## src/hw/rtl/ppsu_sqrt.sv

```systemverilog
// Pipelined restoring square root, one root bit per stage, with side-band payload.
`timescale 1ns / 1ps

module ppsu_sqrt #(
   parameter int RAD_W = 48,
   parameter int PAY_W = 1
) (
   input  logic               clock,
   input  logic               reset,
   input  logic               enable,
   input  logic               in_valid,
   input  logic [RAD_W-1:0]   in_rad,
   input  logic [PAY_W-1:0]   in_pay,
   output logic               out_valid,
   output logic [RAD_W/2-1:0] out_root,
   output logic [PAY_W-1:0]   out_pay
);

   localparam int ROOT_W = RAD_W / 2;
   localparam int REM_W  = ROOT_W + 2;

   logic              valid_ff [ROOT_W];
   logic [RAD_W-1:0]  rad_ff   [ROOT_W];
   logic [ROOT_W-1:0] root_ff  [ROOT_W];
   logic [REM_W-1:0]  rem_ff   [ROOT_W];
   logic [PAY_W-1:0]  pay_ff   [ROOT_W];

   for (genvar k = 0; k < ROOT_W; k++) begin : g_stage
      logic              src_valid;
      logic [RAD_W-1:0]  src_rad;
      logic [ROOT_W-1:0] src_root;
      logic [REM_W-1:0]  src_rem;
      logic [PAY_W-1:0]  src_pay;
      logic [REM_W-1:0]  trial;
      logic [REM_W-1:0]  test;
      logic              take;

      if (k == 0) begin : g_first
         assign src_valid = in_valid;
         assign src_rad   = in_rad;
         assign src_root  = '0;
         assign src_rem   = '0;
         assign src_pay   = in_pay;
      end else begin : g_next
         assign src_valid = valid_ff[k-1];
         assign src_rad   = rad_ff[k-1];
         assign src_root  = root_ff[k-1];
         assign src_rem   = rem_ff[k-1];
         assign src_pay   = pay_ff[k-1];
      end

      // bring down two radicand bits, test against 4*root+1
      assign trial = {src_rem[ROOT_W-1:0], src_rad[RAD_W-1 -: 2]};
      assign test  = {src_root, 2'b01};
      assign take  = trial >= test;

      always_ff @(posedge clock) begin
         if (reset) begin
            valid_ff[k] <= 1'b0;
         end else if (enable) begin
            valid_ff[k] <= src_valid;
         end
      end

      always_ff @(posedge clock) begin
         if (enable) begin
            rad_ff[k]  <= {src_rad[RAD_W-3:0], 2'b00};
            root_ff[k] <= {src_root[ROOT_W-2:0], take};
            rem_ff[k]  <= take ? trial - test : trial;
            pay_ff[k]  <= src_pay;
         end
      end
   end

   assign out_valid = valid_ff[ROOT_W-1];
   assign out_root  = root_ff[ROOT_W-1];
   assign out_pay   = pay_ff[ROOT_W-1];

endmodule

```

## config.mk

```make
export PLATFORM = sky130hd
export DESIGN_NAME = ppsu_sqrt
export DESIGN_NICKNAME = d
export VERILOG_FILES = /design/src/hw/rtl/ppsu_sqrt.sv
export SDC_FILE = /design/constraint.sdc
export NUM_CORES = 2
export LEC_CHECK = 0
export BUFFER_PORTS_ARGS = -buffer_cell sky130_fd_sc_hd__buf_2
export CELL_PAD_IN_SITES_DETAIL_PLACEMENT = 1
export CELL_PAD_IN_SITES_GLOBAL_PLACEMENT = 2
export CORE_MARGIN = 2
export CORE_UTILIZATION = 35
export DETAILED_ROUTE_END_ITERATION = 10
export HOLD_SLACK_MARGIN = 0.02
export PLACE_DENSITY = 0.64
export SYNTH_ARGS = -nofsm -noshare
export SYNTH_HDL_FRONTEND = slang
export SYNTH_SLANG_ARGS = --single-unit
```

## constraint.sdc

```tcl
create_clock -name clock -period 8.4 [get_ports clock]
set_input_delay 1.26 -clock clock [delete_from_list [all_inputs] [get_ports clock]]
set_output_delay 1.26 -clock clock [all_outputs]
set_load 0.01 [all_outputs]
```

======== Word-level counts from Yosys, hierarchy flattened ========
Memories as Yosys holds them, arrays and structs flattened.
Cells that the tools add are included.
word-level totals
  output and inout bits ................... 26
  memory bits (writable) .................. 2352
  flip-flop bits (word level) ............. 0
  word-level logic and storage cells ...... 131
  memories ................................ 5
memory list
  name      depth  width  rd ports  clocked after Yosys merged registers in  write ports  RTL line  RTL
  rad_ff    24     46     23        0                                        24           23        logic [RAD_W-1:0] rad_ff [ROOT_W];
  rem_ff    24     26     23        0                                        24           25        logic [REM_W-1:0] rem_ff [ROOT_W];
  root_ff   24     24     24        0                                        24           24        logic [ROOT_W-1:0] root_ff [ROOT_W];
  pay_ff    24     1      24        0                                        24           26        logic [PAY_W-1:0] pay_ff [ROOT_W];
  valid_ff  24     1      24        0                                        24           22        logic valid_ff [ROOT_W];
operators by class
  $add $sub $neg .......................... 24
  bitwise logic cells ..................... 24
  $lt $le $gt $ge ......................... 24
  multiplexer cells ....................... 54
operator list
  operator                                                               count
  26-bit two-way mux                                                     24
  26-bit >= comparator                                                   23
  26-bit subtractor                                                      23
  1-bit two-way mux                                                      30
  1-bit bitwise OR                                                       24
  2-bit by 1-bit subtractor with 3-bit output, second input constant     1
  2-bit by 1-bit >= comparator with 1-bit output, second input constant  1

======== Logic depth before layout (Yosys ltp) ========
  word-level depth ........................ 4
  mapped depth ............................ 14
  mapped depth without buffers ............ 12

======== Worst setup path after synthesis ========
Ideal clock, no wire load.
  path kind ............................... flip-flop to flip-flop
  start ................................... mem rem_ff[2][137] (netlist bit)
  end ..................................... mem rem_ff[2][168] (netlist bit) (data pin)
  required time ........................... 8140 ps
  path slack .............................. 5187 ps
  data arrival time ....................... 2953 ps
  cell stages (with the launch flop) ...... 12
  path through ............................ edfxtp_1 -> ha_1 -> clkbuf_2 -> nand3_2 -> a2111oi_2 -> nor4_1 -> o31ai_2 -> a311oi_1 -> or3b_1 -> a31oi_2 -> buf_4 -> mux2_2
RTL lines
  item                RTL line
  start: declaration  25

==> impl_metrics.toml <==
[clock_tree]
cts_setup_buffers = 0
clockRootBuffer = "clkbuf_16"
clk_latency_ns = 0.80
clk_path_buf_depth = 3
cts_max_level = 4
path_clk_slew_ns = 0.06
ctsHoldBuffers = 0
cts_resized = 0
numCtsBuffers = 163
numClockSinks = 1422
tritoncts = "built"

[sta]
finalCritPeriodShare_pct = 51.6
fin_skew_ns = 0.0441
drv_slew = 0
tightestPinTransition_ns = 1.17
hold_viol = 0
period_minus_slack_ns = 4.33
setup_viol = 0
rsz0062_at_grt = "no"
relSlewSlack_pct = 22.2
max_clock_freq_mhz = 231
setup_tns_ns = 0

[detailed_routing]
drt_iter0_drc = 1925
firstDrtPassIters = 5
vias = 36300
wire_per_inst_um = 17.3
post-route-drc-count = 0
ant_nets = 0
wirelength_mm = 131
viasPerCell = 4.80

[floorplanning]
floorplan.die_area_um2 = 187000
initial_core_util_pct = 35.2
fp.dieH_um = 433
rows = 157
core_area_um2 = 183000
ios = 79
die_x_um = 433

[synthesis]
syn_nets = 5165
yosys-top-cells-area = "edfxtp_1 66%, ha_1 6.3%, xnor2_1 3.0%, xor2_1 2.6%, a21oi_1 2.3%"
synth_edf_count = 1422
synth-seq-cells = 1422
synth-main-ff-cell = "edfxtp_1"
async_reset_ff_share_pct = 0
yosysMostFrequentCell = "edfxtp_1"
synth.distinct_cells = 95
seq_area_frac_synth_pct = 66.3
netlist_instances = 4787
yosys.area.top_type = "edfxtp_1"
synth.top_cell.area_share_pct = 66.3
ys_warn_count = 0
syn_area_um2 = 64400
syn_area_per_cell_um2 = 13.4
synth_common_cells = "1,422 x edfxtp_1, 391 x inv_1, 325 x ha_1, 313 x nand2_1, 304 x nor2_1"

[setup_path]
worstPathRequired_ns = 8.93
endpoint_kind = "flip-flop"
crit_path_start_kind = "flip-flop"
worstSetupPathType = "reg2reg"
crit_arrival_ns = 4.86
crit_chain = "inv_1 > ha_1 > nand3_2 > a2111oi_2 > nor4_1 > o31ai_2 > a311oi_1 > or3b_1 > a31oi_4 > mux2_2"
crit_path_max_fanout = 29
slowest_stage = "a31oi_4"
slowest_delay_ns = 0.89
r2r_slack_ns = 4.07

[global_route]
antenna_found_initial = 4
overflow = 0
grt_pass1_vias = 38100
grt_use_total_pct = 14.1
grt_max_degree = 158
grt_pass1_wl_mm = 211

[power]
irDropWorstVdd_v = 0.000162
powerDensity_nw_per_um2 = 274
power.leakage_nw = 27.8

[placement]
portBuffers = 78
dp_hpwl_mm = 93.1
placed_area_um2 = 67900
place_congestion = 0.809

[layout]
final_area_um2 = 73300
final_core_util_pct = 40.1
drive_gt1_share_pct = 8.94
area_growth_pct = 13.9
nets = 5356

[hold_path]
worst_hold_path_type = "reg2reg"

[flow_run]
drv_cap = 0

[outcome]
outcome = "complete, no violations"
## report_power, final
part,switching (mW),total (mW),internal (mW)
sequential,0.514,9.43,8.92
combinational,1.92,3.41,1.49
clock,2.89,7.24,4.35
total,5.32,20.1,14.8
## final timing paths
path	cells after the start	end	from
setup / recovery	10	rem_ff[2][158]	root_ff[2][127]
hold / removal	0	rad_ff[2][90]	rad_ff[2][42]
setup reg to reg	10	rem_ff[2][158]	root_ff[2][127]
hold reg to reg	0	rad_ff[2][90]	rad_ff[2][42]
## placed cells by master, fill, tap and decap left out, drive strengths merged, types with 79 or more instances in the layout
cell type / instances
a21o: 85
a21oi: 301
buf: 101
clkbuf: 196
edfxtp: 1422
ha: 325
inv: 399
nand2: 313
nand3: 79
nor2: 304
nor3: 101
o21ai: 230
xnor2: 224
xor2: 194
## through the flow
step	instances	setup slack [ns]	hold WS (ns)	power (mW)
2_1_floorplan	4787	5.19	0.400	11.9
3_3_place_gp	7277	4.18	0.400	13.0
3_5_place_dp	7277	4.07	0.405	13.1
4_1_cts	7575	4.04	0.383	20.5
5_1_grt	7575	3.74	0.383	21.2
6_report	7576	4.07	0.391	20.1
## cells by family after synthesis
family,share of synthesized area (%)
adders and majority gates,6.32
buffers and inverters,2.78
other,0.00582
AOI/OAI and AO/OA,8.44
DFF,66.3
and+or+nand+nor,9.20
xor gates and xnor gates,5.69
muxes,1.25
## per-layer routing
metal / vias up / part of all wire [%] / track usage [%]
met4: 8 / 2.5 / 4.54
met1: 17700 / 45 / 18.1
met2: 348 / 49 / 24.1
met5: - / 0.044 / 0
li1: 18000 / - / -
met3: 212 / 3.3 / 2.59
## sequential cells by signal (all words and copies together), names as in the netlist
register and flops:
rem_ff 522, pay_ff 24, valid_ff 24, root_ff 300
rad_ff 552
## final cells by class
| cell class | count | area (µm²) |
|---|---|---|
| diodes | 1 | 2.50 |
| clock buffers | 196 | 4200 |
| clock inverters | 102 | 1270 |
| fillers | 18800 | 110000 |
| inverters | 392 | 1470 |
| multi-input cells | 2898 | 19900 |
| flip-flops and latches | 1422 | 42700 |
| well taps | 2464 | 3080 |
| repair buffers | 101 | 691 |
## critical path, delay by kind of cell, from the launching register on
kind            cells  cell delay, ns
mux                 1            0.42
buf+inv             1            0.05
compound gates      4            1.93
fa+ha+maj           1            0.43
simple gates        3            0.84
flops               1            0.36
Note: power is estimated with default switching activity, not from simulation.
